$ cat config.mk
export PLATFORM = sky130hd
export DESIGN_NAME = first_fit_chunk_allocator_top
export DESIGN_NICKNAME = d
export VERILOG_FILES = /design/src/sv/ffca_pkg.sv /design/src/sv/first_fit_chunk_allocator_top.sv /design/src/sv/ffca_ram.sv /design/src/sv/ffca_gap_unit.sv
export SDC_FILE = /design/constraint.sdc
export NUM_CORES = 1
export LEC_CHECK = 0
export BUFFER_PORTS_ARGS = -buffer_cell sky130_fd_sc_hd__buf_4
export CORE_MARGIN = 3
export CORE_UTILIZATION = 65
export CTS_BUF_LIST = sky130_fd_sc_hd__clkbuf_4 sky130_fd_sc_hd__clkbuf_8 sky130_fd_sc_hd__clkbuf_16
export CTS_CLUSTER_SIZE = 14
export DETAILED_ROUTE_END_ITERATION = 10
export PLACE_DENSITY = 0.82
export SLEW_MARGIN = 5
export SYNTH_ARGS = -nofsm -noshare
export SYNTH_HDL_FRONTEND = slang
export SYNTH_SLANG_ARGS = --single-unit
$ cat constraint.sdc
create_clock -name clk -period 13.4 [get_ports clk]
set_input_delay 2.68 -clock clk [delete_from_list [all_inputs] [get_ports clk]]
set_output_delay 2.68 -clock clk [all_outputs]
set_load 0.05 [all_outputs]
$ cat src/sv/ffca_pkg.sv
// Shared constants, types and codes for the first-fit chunk allocator.
package ffca_pkg;

  // Heap size in words, and the part of it that 16-bit start addresses can reach.
  localparam int unsigned HEAP_WORDS     = 65536;
  localparam int unsigned ADDR_SPAN      = 65536;
  localparam int unsigned USABLE_WORDS   = (HEAP_WORDS > ADDR_SPAN) ? ADDR_SPAN : HEAP_WORDS;

  // Default table depth.
  localparam int unsigned MAX_CHUNKS_DEF = 16;

  // Field widths.
  localparam int unsigned START_W = 16;
  localparam int unsigned LEN_W   = 17;
  localparam int unsigned ENTRY_W = START_W + LEN_W;
  // A chunk end (start plus length) needs one bit more than the length.
  localparam int unsigned END_W   = LEN_W + 1;

  localparam logic [END_W-1:0] USABLE_END = END_W'(USABLE_WORDS);

  // Request kinds.
  localparam logic KIND_ALLOC = 1'b0;
  localparam logic KIND_FREE  = 1'b1;

  // Result status codes.
  typedef enum logic [1:0] {
    ST_OK       = 2'd0,
    ST_NOSPACE  = 2'd1,
    ST_FULL     = 2'd2,
    ST_NOTFOUND = 2'd3
  } ffca_status_t;

  // Sequencer states.
  typedef enum logic [2:0] {
    S_IDLE,
    S_SCAN,
    S_TAIL,
    S_GROW,
    S_INSERT,
    S_SHRINK,
    S_DONE
  } ffca_state_t;

  // Answers of the shared gap and match unit.
  typedef struct packed {
    logic             fits;
    logic             match;
    logic [END_W-1:0] end_val;
  } gap_res_t;

endpackage

$ cat src/sv/first_fit_chunk_allocator_top.sv
// Top level of the first-fit chunk allocator: sequencer, chunk table and result register.
//
//   Channel | Ports                                     | Direction
//   --------+-------------------------------------------+----------
//   in      | in_valid in_ready in_kind in_req_size     | request in
//           | in_free_addr                              |
//   out     | out_valid out_ready out_status            | result out
//           | out_start_addr                            |
//
// After acceptance a request of zero size or into a full table goes straight to
// its result, and every other request works through the table: the chunk
// table sits in one RAM, scanned one entry a
// cycle through the shared gap unit up to the chosen slot, then shifted from
// there one entry a cycle through the same read and write ports, so scan and
// shift together cover the table once. in_ready is high only while no request
// is in work, and the result is offered from the cycle in which in_ready rises.
// Reset is synchronous and active low and empties the table at once. A result
// held in the output register does not block the next request; a finished
// request waits for the output register only if the earlier result is still held.
module first_fit_chunk_allocator_top #(
  parameter int unsigned MAX_CHUNKS = ffca_pkg::MAX_CHUNKS_DEF
) (
  input  logic                           clk,
  input  logic                           rst_n,
  input  logic                           in_valid,
  output logic                           in_ready,
  input  logic                           in_kind,
  input  logic [ffca_pkg::LEN_W-1:0]     in_req_size,
  input  logic [ffca_pkg::START_W-1:0]   in_free_addr,
  output logic                           out_valid,
  input  logic                           out_ready,
  output logic [1:0]                     out_status,
  output logic [ffca_pkg::START_W-1:0]   out_start_addr
);
  import ffca_pkg::*;

  localparam int unsigned IDXW = $clog2(MAX_CHUNKS);
  localparam int unsigned CNTW = $clog2(MAX_CHUNKS + 1);
  localparam logic [CNTW-1:0] CNT_MAX = CNTW'(MAX_CHUNKS);
  localparam logic [CNTW-1:0] CNT_ONE = CNTW'(1);

  // Control state.
  ffca_state_t        state_r, state_nxt;
  logic [CNTW-1:0]    cnt_r, cnt_nxt;
  logic               out_valid_r, out_valid_nxt;

  // Working registers.
  logic [CNTW-1:0]    idx_r, idx_nxt;
  logic [CNTW-1:0]    pos_r, pos_nxt;
  logic [CNTW-1:0]    wr_idx_r, wr_idx_nxt;
  logic               chk_v_r, chk_v_nxt;
  logic               wr_pend_r, wr_pend_nxt;
  logic [END_W-1:0]   prev_end_r, prev_end_nxt;
  logic               kind_r, kind_nxt;
  logic [LEN_W-1:0]   size_r, size_nxt;
  logic [START_W-1:0] faddr_r, faddr_nxt;
  ffca_status_t       res_status_r, res_status_nxt;
  logic [START_W-1:0] res_addr_r, res_addr_nxt;
  ffca_status_t       out_status_r, out_status_nxt;
  logic [START_W-1:0] out_addr_r, out_addr_nxt;

  // Table RAM signals.
  logic               ram_we;
  logic [IDXW-1:0]    ram_waddr;
  logic [ENTRY_W-1:0] ram_wdata;
  logic [IDXW-1:0]    ram_raddr;
  logic [ENTRY_W-1:0] ram_rdata;
  logic [START_W-1:0] rd_start;
  logic [LEN_W-1:0]   rd_len;

  // Shared unit signals.
  logic [END_W-1:0]   gu_lhs;
  gap_res_t           gu_res;

  // Table address one below a counter value.
  function automatic logic [IDXW-1:0] idx_nxt_dec(input logic [CNTW-1:0] v);
    logic [CNTW-1:0] t;
    t = v - CNT_ONE;
    return t[IDXW-1:0];
  endfunction

  // Table address one above a counter value.
  function automatic logic [IDXW-1:0] idx_nxt_inc(input logic [CNTW-1:0] v);
    logic [CNTW-1:0] t;
    t = v + CNT_ONE;
    return t[IDXW-1:0];
  endfunction

  // Each entry holds the chunk start above the chunk length.
  ffca_ram #(
    .WIDTH (ENTRY_W),
    .DEPTH (MAX_CHUNKS)
  ) u_table (
    .clk   (clk),
    .we    (ram_we),
    .waddr (ram_waddr),
    .wdata (ram_wdata),
    .raddr (ram_raddr),
    .rdata (ram_rdata)
  );

  assign rd_start = ram_rdata[ENTRY_W-1 -: START_W];
  assign rd_len   = ram_rdata[LEN_W-1:0];

  // The trailing gap is tested as a gap before a chunk that starts at the heap end.
  assign gu_lhs = (state_r == S_TAIL) ? USABLE_END : END_W'(rd_start);

  ffca_gap_unit u_gap (
    .lhs      (gu_lhs),
    .prev_end (prev_end_r),
    .size     (size_r),
    .len      (rd_len),
    .faddr    (faddr_r),
    .res      (gu_res)
  );

  // Sequencer: next state, working registers and table port control.
  always_comb begin
    logic resolved;
    resolved       = 1'b0;
    state_nxt      = state_r;
    cnt_nxt        = cnt_r;
    idx_nxt        = idx_r;
    pos_nxt        = pos_r;
    wr_idx_nxt     = wr_idx_r;
    chk_v_nxt      = chk_v_r;
    wr_pend_nxt    = wr_pend_r;
    prev_end_nxt   = prev_end_r;
    kind_nxt       = kind_r;
    size_nxt       = size_r;
    faddr_nxt      = faddr_r;
    res_status_nxt = res_status_r;
    res_addr_nxt   = res_addr_r;
    out_valid_nxt  = out_valid_r;
    out_status_nxt = out_status_r;
    out_addr_nxt   = out_addr_r;
    ram_we         = 1'b0;
    ram_waddr      = wr_idx_r[IDXW-1:0];
    ram_wdata      = ram_rdata;
    ram_raddr      = idx_r[IDXW-1:0];

    // A held result leaves when the far side takes it.
    if (out_valid_r && out_ready) begin
      out_valid_nxt = 1'b0;
    end

    unique case (state_r)
      S_IDLE: begin
        if (in_valid) begin
          kind_nxt     = in_kind;
          size_nxt     = in_req_size;
          faddr_nxt    = in_free_addr;
          prev_end_nxt = '0;
          idx_nxt      = '0;
          chk_v_nxt    = 1'b0;
          wr_pend_nxt  = 1'b0;
          res_addr_nxt = '0;
          if (in_kind == KIND_ALLOC && in_req_size == '0) begin
            res_status_nxt = ST_NOSPACE;
            state_nxt      = S_DONE;
          end else if (in_kind == KIND_ALLOC && cnt_r == CNT_MAX) begin
            res_status_nxt = ST_FULL;
            state_nxt      = S_DONE;
          end else begin
            state_nxt = S_SCAN;
          end
        end
      end

      // One entry is read per cycle; its data is checked in the next one.
      S_SCAN: begin
        if (chk_v_r) begin
          if (kind_r == KIND_ALLOC) begin
            if (gu_res.fits) begin
              resolved    = 1'b1;
              pos_nxt     = idx_r - CNT_ONE;
              idx_nxt     = cnt_r;
              chk_v_nxt   = 1'b0;
              wr_pend_nxt = 1'b0;
              state_nxt   = S_GROW;
            end else begin
              prev_end_nxt = gu_res.end_val;
            end
          end else if (gu_res.match) begin
            resolved    = 1'b1;
            pos_nxt     = idx_r - CNT_ONE;
            idx_nxt     = idx_r - CNT_ONE;
            chk_v_nxt   = 1'b0;
            wr_pend_nxt = 1'b0;
            state_nxt   = S_SHRINK;
          end
        end
        if (!resolved) begin
          if (idx_r < cnt_r) begin
            ram_raddr = idx_r[IDXW-1:0];
            idx_nxt   = idx_r + CNT_ONE;
            chk_v_nxt = 1'b1;
          end else begin
            chk_v_nxt = 1'b0;
            if (kind_r == KIND_ALLOC) begin
              state_nxt = S_TAIL;
            end else begin
              res_status_nxt = ST_NOTFOUND;
              res_addr_nxt   = '0;
              state_nxt      = S_DONE;
            end
          end
        end
      end

      // Gap between the last chunk and the heap end.
      S_TAIL: begin
        if (gu_res.fits) begin
          pos_nxt     = cnt_r;
          idx_nxt     = cnt_r;
          wr_pend_nxt = 1'b0;
          state_nxt   = S_GROW;
        end else begin
          res_status_nxt = ST_NOSPACE;
          res_addr_nxt   = '0;
          state_nxt      = S_DONE;
        end
      end

      // Move entries from the insert point upwards by one, top entry first.
      S_GROW: begin
        if (wr_pend_r) begin
          ram_we = 1'b1;
        end
        if (idx_r > pos_r) begin
          ram_raddr   = idx_nxt_dec(idx_r);
          wr_idx_nxt  = idx_r;
          wr_pend_nxt = 1'b1;
          idx_nxt     = idx_r - CNT_ONE;
        end else begin
          wr_pend_nxt = 1'b0;
          if (!wr_pend_r) begin
            state_nxt = S_INSERT;
          end
        end
      end

      S_INSERT: begin
        ram_we         = 1'b1;
        ram_waddr      = pos_r[IDXW-1:0];
        ram_wdata      = {prev_end_r[START_W-1:0], size_r};
        cnt_nxt        = cnt_r + CNT_ONE;
        res_status_nxt = ST_OK;
        res_addr_nxt   = prev_end_r[START_W-1:0];
        state_nxt      = S_DONE;
      end

      // Move entries above the freed one down by one, lowest entry first.
      S_SHRINK: begin
        if (wr_pend_r) begin
          ram_we = 1'b1;
        end
        if ((idx_r + CNT_ONE) < cnt_r) begin
          ram_raddr   = idx_nxt_inc(idx_r);
          wr_idx_nxt  = idx_r;
          wr_pend_nxt = 1'b1;
          idx_nxt     = idx_r + CNT_ONE;
        end else begin
          wr_pend_nxt = 1'b0;
          if (!wr_pend_r) begin
            cnt_nxt        = cnt_r - CNT_ONE;
            res_status_nxt = ST_OK;
            res_addr_nxt   = '0;
            state_nxt      = S_DONE;
          end
        end
      end

      // Hand the result to the output register once it is free.
      S_DONE: begin
        if (!out_valid_r || out_ready) begin
          out_valid_nxt  = 1'b1;
          out_status_nxt = res_status_r;
          out_addr_nxt   = res_addr_r;
          state_nxt      = S_IDLE;
        end
      end

      default: begin
        state_nxt = S_IDLE;
      end
    endcase
  end

  // Control registers.
  always_ff @(posedge clk) begin
    if (!rst_n) begin
      state_r     <= S_IDLE;
      cnt_r       <= '0;
      out_valid_r <= 1'b0;
      chk_v_r     <= 1'b0;
      wr_pend_r   <= 1'b0;
    end else begin
      state_r     <= state_nxt;
      cnt_r       <= cnt_nxt;
      out_valid_r <= out_valid_nxt;
      chk_v_r     <= chk_v_nxt;
      wr_pend_r   <= wr_pend_nxt;
    end
  end

  // Payload registers.
  always_ff @(posedge clk) begin
    idx_r        <= idx_nxt;
    pos_r        <= pos_nxt;
    wr_idx_r     <= wr_idx_nxt;
    prev_end_r   <= prev_end_nxt;
    kind_r       <= kind_nxt;
    size_r       <= size_nxt;
    faddr_r      <= faddr_nxt;
    res_status_r <= res_status_nxt;
    res_addr_r   <= res_addr_nxt;
    out_status_r <= out_status_nxt;
    out_addr_r   <= out_addr_nxt;
  end

  assign in_ready       = (state_r == S_IDLE);
  assign out_valid      = out_valid_r;
  assign out_status     = out_status_r;
  assign out_start_addr = out_addr_r;

endmodule

$ cat src/sv/ffca_ram.sv
// Generic single-write, single-read RAM with a registered read port.
module ffca_ram #(
  parameter int unsigned WIDTH = 8,
  parameter int unsigned DEPTH = 16
) (
  input  logic                     clk,
  input  logic                     we,
  input  logic [$clog2(DEPTH)-1:0] waddr,
  input  logic [WIDTH-1:0]         wdata,
  input  logic [$clog2(DEPTH)-1:0] raddr,
  output logic [WIDTH-1:0]         rdata
);

  logic [WIDTH-1:0] mem [DEPTH];
  logic [WIDTH-1:0] rdata_r;

  // Write port and registered read port.
  always_ff @(posedge clk) begin
    if (we) begin
      mem[waddr] <= wdata;
    end
    rdata_r <= mem[raddr];
  end

  assign rdata = rdata_r;

endmodule

$ cat src/sv/ffca_gap_unit.sv
// Shared compare unit: gap fit test, start address match and chunk end sum.
module ffca_gap_unit (
  input  logic [ffca_pkg::END_W-1:0]   lhs,
  input  logic [ffca_pkg::END_W-1:0]   prev_end,
  input  logic [ffca_pkg::LEN_W-1:0]   size,
  input  logic [ffca_pkg::LEN_W-1:0]   len,
  input  logic [ffca_pkg::START_W-1:0] faddr,
  output ffca_pkg::gap_res_t           res
);
  import ffca_pkg::*;

  logic [END_W-1:0] diff;

  // The gap before lhs fits when lhs lies at or above the previous end and the
  // distance covers the requested size. The heap end is fed in as lhs for the
  // trailing gap.
  always_comb begin
    diff        = lhs - prev_end;
    res.fits    = (lhs >= prev_end) && (diff >= END_W'(size));
    res.match   = (lhs == END_W'(faddr));
    res.end_val = lhs + END_W'(len);
  end

endmodule

======== Word level (Yosys, flattened, before mapping) ========
Memory sizes are Yosys's and may differ from the RTL's. A register that Yosys moved wholly into a read port is not among the register bits.
Index checks and enable logic that the tools add are counted.
storage, ports and cells
  bits in registers ....................... 113
  RAM bits ................................ 528
  input bits .............................. 38
  output and inout port bits .............. 20
  logic and storage cells ................. 178
  memories ................................ 1
memory list
  memory       depth  width  read ports  clocked after Yosys merged registers in  wr ports  RTL line        RTL
  u_table.mem  16     33     1           1                                        1         ffca_ram.sv:14  logic [WIDTH-1:0] mem [DEPTH];
operators by class
  add/subtract/negate cells ............... 6
  magnitude comparators ................... 5
  equal/unequal tests ..................... 27
  muxes and demuxes ....................... 95
  bitwise logic cells ..................... 1
  reduce and logical (&&, ||, !) cells .... 27
operators with widths
  operator             number
  $mux 16              7
  $mux 5               16
  $pmux 16 s5          1
  $mux 18              4
  $mux 3               16
  $pmux 18 s2          1
  $mux 33              1
  $ne 2x2->1 const B   16
  $pmux 5 s5           1
  $mux 1               24
  $pmux 3 s7           1
  $mux 4               5
  $pmux 5 s2           2
  $add 17x17->18       1
  $ge 17x18->1         1
  $ge 18x17->1         1
  $mux 2               9
  $sub 17x18->18       1
  $eq 17x16->1         1
  $logic_not 17->1     1
  $mux 17              1
  $pmux 4 s2           2
  $add 5x1->5 const B  2
  $lt 5x5->1           2
  other kinds (26)     44

======== Depth between registers and ports, before layout ========
  depth after elaboration ................. 11
  gate-level depth with buffers ........... 30
  depth with buffers taken out ............ 25

======== Cells and area by module ========
A second synthesis with hierarchy kept.
second synthesis, totals
  cells, all modules ...................... 1672
  area, all modules ....................... 28746.3 um2
by module, submodules not included
  module                         instances  cells each  area each (um2)  seq. area each (um2)
  ffca_ram                       1          864         20631.0          16515.8
  first_fit_chunk_allocator_top  1          511         5925.7           3283.1
  ffca_gap_unit                  1          297         2189.6           0.0

======== Worst setup path before layout ========
OpenSTA, ideal clock, no wires.
  kind .................................... register to register
  from .................................... register state_r[1]
  to ...................................... register prev_end_r[0], enable pin
  setup time .............................. 401 ps
  arrival ................................. 6042 ps
  data required time ...................... 12999 ps
  path slack .............................. 6956 ps
  cell stages (with the launch flop) ...... 23
  buffers on the path ..................... 4
  period minus slack after synthesis ...... 6444 ps
  path through ............................ dfxtp_1 > or3b_1 > buf_2 > buf_2 > clkbuf_1 > clkbuf_1 > nand2_1 > ha_1 > fa_1 > o41ai_4 > a2bb2oi_2 > a2111oi_0 > o41ai_1 > o22ai_1 > nor2_1 > ha_1 > a21o_1 > a211o_1 > o211ai_1 > o211ai_1 > a22oi_2 > o21ai_0 > a22oi_1
between the ends
  longest elaborated chain between the ends .. 7
  elaborated cells on any way between the ends .. 14
  classes of those cells .................. 1 x add/sub; 2 x order compare; 6 x eq/ne; 1 x mux; 4 x reduce/logical
ends and longest elaborated chain
  what                            RTL line                              RTL
  start: declaration              first_fit_chunk_allocator_top.sv:43   ffca_state_t state_r, state_nxt;
  start signal: assignment        first_fit_chunk_allocator_top.sv:299  state_r <= state_nxt;
  $eq 3x2->1                      first_fit_chunk_allocator_top.sv:106  assign gu_lhs = (state_r == S_TAIL) ? USABLE_END : END_W'(rd_start);
  $mux 17                         first_fit_chunk_allocator_top.sv:106
  $sub 17x18->18                  ffca_gap_unit.sv:18                   diff = lhs - prev_end;
  $ge 18x17->1                    ffca_gap_unit.sv:19                   res.fits = (lhs >= prev_end) && (diff >= END_W'(size));
  $logic_and 1x1->1               ffca_gap_unit.sv:19
  $ne 2x2->1 (no line)            --
  $reduce_and 5->1 (no line) (*)  --
  end signal: assignment          first_fit_chunk_allocator_top.sv:312  prev_end_r <= prev_end_nxt;
  end: declaration                first_fit_chunk_allocator_top.sv:53   logic [END_W-1:0] prev_end_r, prev_end_nxt;
Mark *: on every way between the ends. The rest lies on a longest branch, timed or not.
A chain may end at the register's enable or synchronous reset.

======== Final worst setup path ========
  from .................................... register state_r[2]
  to ...................................... register res_status_r[1], enable pin
between the ends
  longest elaborated chain between the ends .. 11
  elaborated cells on any way between the ends .. 26
  classes of those cells .................. 1 x add/sub; 2 x order compare; 13 x eq/ne; 6 x mux; 4 x reduce/logical
ends and longest elaborated chain
  what                            RTL line                                                                    RTL
  $eq 3x2->1                      first_fit_chunk_allocator_top.sv:106, first_fit_chunk_allocator_top.sv:147
  $mux 17                         first_fit_chunk_allocator_top.sv:106
  $sub 17x18->18                  ffca_gap_unit.sv:18
  $ge 18x17->1                    ffca_gap_unit.sv:19
  $logic_and 1x1->1               ffca_gap_unit.sv:19
  $mux 1                          first_fit_chunk_allocator_top.sv:174                                        if (gu_res.fits) begin
  $mux 1                          first_fit_chunk_allocator_top.sv:173                                        if (kind_r == KIND_ALLOC) begin
  $mux 1                          first_fit_chunk_allocator_top.sv:172                                        if (chk_v_r) begin
  $mux 1                          first_fit_chunk_allocator_top.sv:147                                        unique case (state_r)
  $ne 2x2->1 (no line)            --
  $reduce_and 9->1 (no line) (*)  --
  end signal: assignment          first_fit_chunk_allocator_top.sv:316                                        res_status_r <= res_status_nxt;
  end: declaration                first_fit_chunk_allocator_top.sv:57                                         ffca_status_t res_status_r, res_status_nxt;
Mark *: on every way between the ends. The rest lies on a longest branch, timed or not. The select of a mux whose other input is x is not followed.

==> impl_metrics.tcl <==
set metrics [dict create \
    rrSetupSlack_ns 6.10 \
    hold_class "reg2reg" \
    startpoint_type "flip-flop" \
    yosys.area_share.simple 0.0530 \
    drive_gt1_frac 0.206 \
    path_clk_slew_ns 0.06 \
    wl_per_cell_um 28.9 \
    track_usage 0.309 \
    grt_pass1_vias 17000 \
    ios 58 \
    min_period_ns 7.30 \
    final_cell_mix "edfxtp_1 (630), mux4_2 (133), mux2i_1 (104)" \
    antenna_found_initial 4 \
    routabilityCongestion 0.946 \
    wl_um 71400 \
    die_area_mm2 0.0472 \
    ant_nets 0 \
    synth_xor_area_frac 0.0144 \
    synth-adder-area-share 0.0292 \
    critPathArrivalTime_ns 7.59 \
    ys_seq_elements 674 \
    drc_errors 0 \
    synth_area_mm2 0.0290 \
    crit_path_end_kind "flip-flop" \
    powerDensity_mw_per_mm2 261 \
    setup_tns_ns 0 \
    viasPerCell 6.80 \
    worst_pin_slew_ns 1.08 \
    ys_types 80 \
    clk_latency_ns 0.60 \
    ys_seq_area_frac 0.682 \
    fmax_mhz 137 \
    vdd_ir_drop_max_uv 148 \
    power.leakage_nw 11.2 \
    timing.slew.headroom 0.279 \
    initial_core_util 0.667 \
    synth_edf_count 630 \
    layout.cells.most_common "edfxtp_1" \
    grt_max_degree 70 \
    syn_inst 1751 \
    syn_nets 1854 \
    cts_buffers 66 \
    crit_buf_inv 1 \
    crit_path_cell_trace "or3b_1 > buf_4 > nand2_1 > ha_1 > fa_1 > o41ai_4 > a2bb2oi_2 > a2111oi_0 > o41ai_1 > o22ai_1 > nor2_1 > ha_1 > a21o_1 > a211o_1 > o211ai_1 > o211ai_1 > a22oi_2 > nor2_2 > o21ai_0 > and3_1 > and2_1" \
    clock_path_buffers 3 \
    final_core_util 0.747 \
    placed_area_mm2 0.0303 \
    yosys_most_used_dff "edfxtp_1" \
    async_flop_share 0 \
    grt_setup_unrepaired "no" \
    min_period_over_period 0.544 \
    stdcell_area_mm2 0.0325 \
    final_nets 1937 \
    grt.overflow.total 0 \
    grt_pass1_wl_um 106000 \
    die-height_um 217 \
    cts_htree_levels 3 \
    hold_violations 0 \
    outcome "finished, final reports clean" \
    dp.final_hpwl_um 40200 \
    fp-row-count 76 \
    num_vias 16800 \
    slowest_delay_ns 0.80 \
    synthMuxAreaShare 0.140 \
    crit_family "compound AO/OA/AOI/OAI gates" \
    finalSetupViolCount 0 \
    slew_violations 0 \
    cp_max_fo 44 \
    die_w_um 217 \
    synth_top_family_by_area "multiplexers" \
    crit_type "reg2reg" \
    worst_path_max_delay_cell "dfxtp_1" \
    hold_buffers 0 \
    clock_skew_ns 0.0157 \
    yosysWarnings 0 \
    tritoncts "yes" \
    max-cap-violations 0 \
    coreArea_mm2 0.0436 \
    drt_iter0_drc 2257 \
    clock_sinks 674 \
    portBuffers 57 \
    area_delta_synth_final_pct 12.1 \
    cts_setup_buffers 0 \
    firstDrtPassIters 5 \
    syn_area_per_cell_um2 16.6 \
    crit_required_ns 13.70 \
    synth_compound_area_frac 0.0605 \
    clockRootBuffer "clkbuf_16" \
    post_cts_resized 0 \
]
-- logic make-up after synthesis --
family	Yosys count
flops	674
simple gates	307
compound gates	264
mux	239
buf+inv	153
fa+ha+maj	67
xor+xnor	47
-- worst paths after layout --
check                         startpoint                     endpoint  depth (start not counted)
max              state_r[2]$_SDFFE_PN0P_    res_status_r[1]$_DFFE_PP_                         21
min          res_addr_r[3]$_SDFFCE_PN0P_  out_start_addr[3]$_DFFE_PP_                          0
max reg2reg      state_r[2]$_SDFFE_PN0P_    res_status_r[1]$_DFFE_PP_                         21
min reg2reg  res_addr_r[3]$_SDFFCE_PN0P_  out_start_addr[3]$_DFFE_PP_                          0
-- per-stage QoR --
step / hold slack, ns / std cells / power (W) / setup WS, ns
after floorplan: 0.400 / 1751 / 0.00567 / 6.96
after CTS: 0.416 / 2468 / 0.00848 / 6.18
after global routing: 0.426 / 2468 / 0.00892 / 5.46
after global placement: 0.404 / 2351 / 0.00645 / 6.36
after detailed placement: 0.405 / 2351 / 0.00658 / 6.20
final: 0.417 / 2470 / 0.00850 / 6.10
-- power breakdown --
part	switching, W	internal (W)	total, W
sequential	0.000238	0.00293	0.00316
combinational	0.00205	0.00141	0.00347
clock	0.000763	0.00111	0.00188
total	0.00305	0.00545	0.00850
-- flip-flops by register name, summed over array words and instances (netlist names), 16 cells and up --
register,count
prev_end_r,18
size_r,17
u_table.rdata,33
u_table.mem,528
faddr_r,16
out_start_addr,16
res_addr_r,16
-- cells in the mapped netlist (all sizes together) (4+ instances only) --
cell type / number / area [um2]
and3: 10 / 67.6
xnor2: 37 / 332
a211oi: 9 / 72.6
nand2: 57 / 214
ha: 63 / 788
nor3: 18 / 90.1
nor3b: 5 / 37.5
nor4: 8 / 65.1
a21boi: 7 / 52.6
nor2: 105 / 399
buf: 33 / 164
a21oi: 54 / 270
inv: 65 / 244
o32ai: 4 / 35.0
o211ai: 11 / 82.6
o31a: 5 / 43.8
nand3: 28 / 140
and2: 21 / 131
nand4: 7 / 43.8
mux2i: 104 / 1040
nand2b: 13 / 81.3
or2: 8 / 50.1
xor2: 10 / 87.6
o21ai: 65 / 325
clkbuf: 53 / 199
edfxtp: 630 / 18900
o22a: 5 / 43.8
a22oi: 4 / 35.0
o21a: 9 / 67.6
a21o: 34 / 255
dfxtp: 44 / 881
nor2b: 12 / 75.1
mux4: 133 / 3000
a31oi: 16 / 100
o22ai: 7 / 43.8
-- routing by layer --
layer  track usage  routed length [um]
met1         0.410               26300
met2         0.496               34500
met3        0.0637                6630
met4         0.154                3850
met5             0                  23
-- area by class of cell --
type / instances / area [um2]
multi-input combinational: 924 / 8790
fill: 2471 / 11000
clock inverter: 24 / 264
timing repair buffer: 101 / 758
antenna: 2 / 5.00
clock buffer: 93 / 1940
inverter: 67 / 251
sequential: 674 / 19800
tap: 585 / 732
No activity file was read; power rests on OpenSTA's default activity.
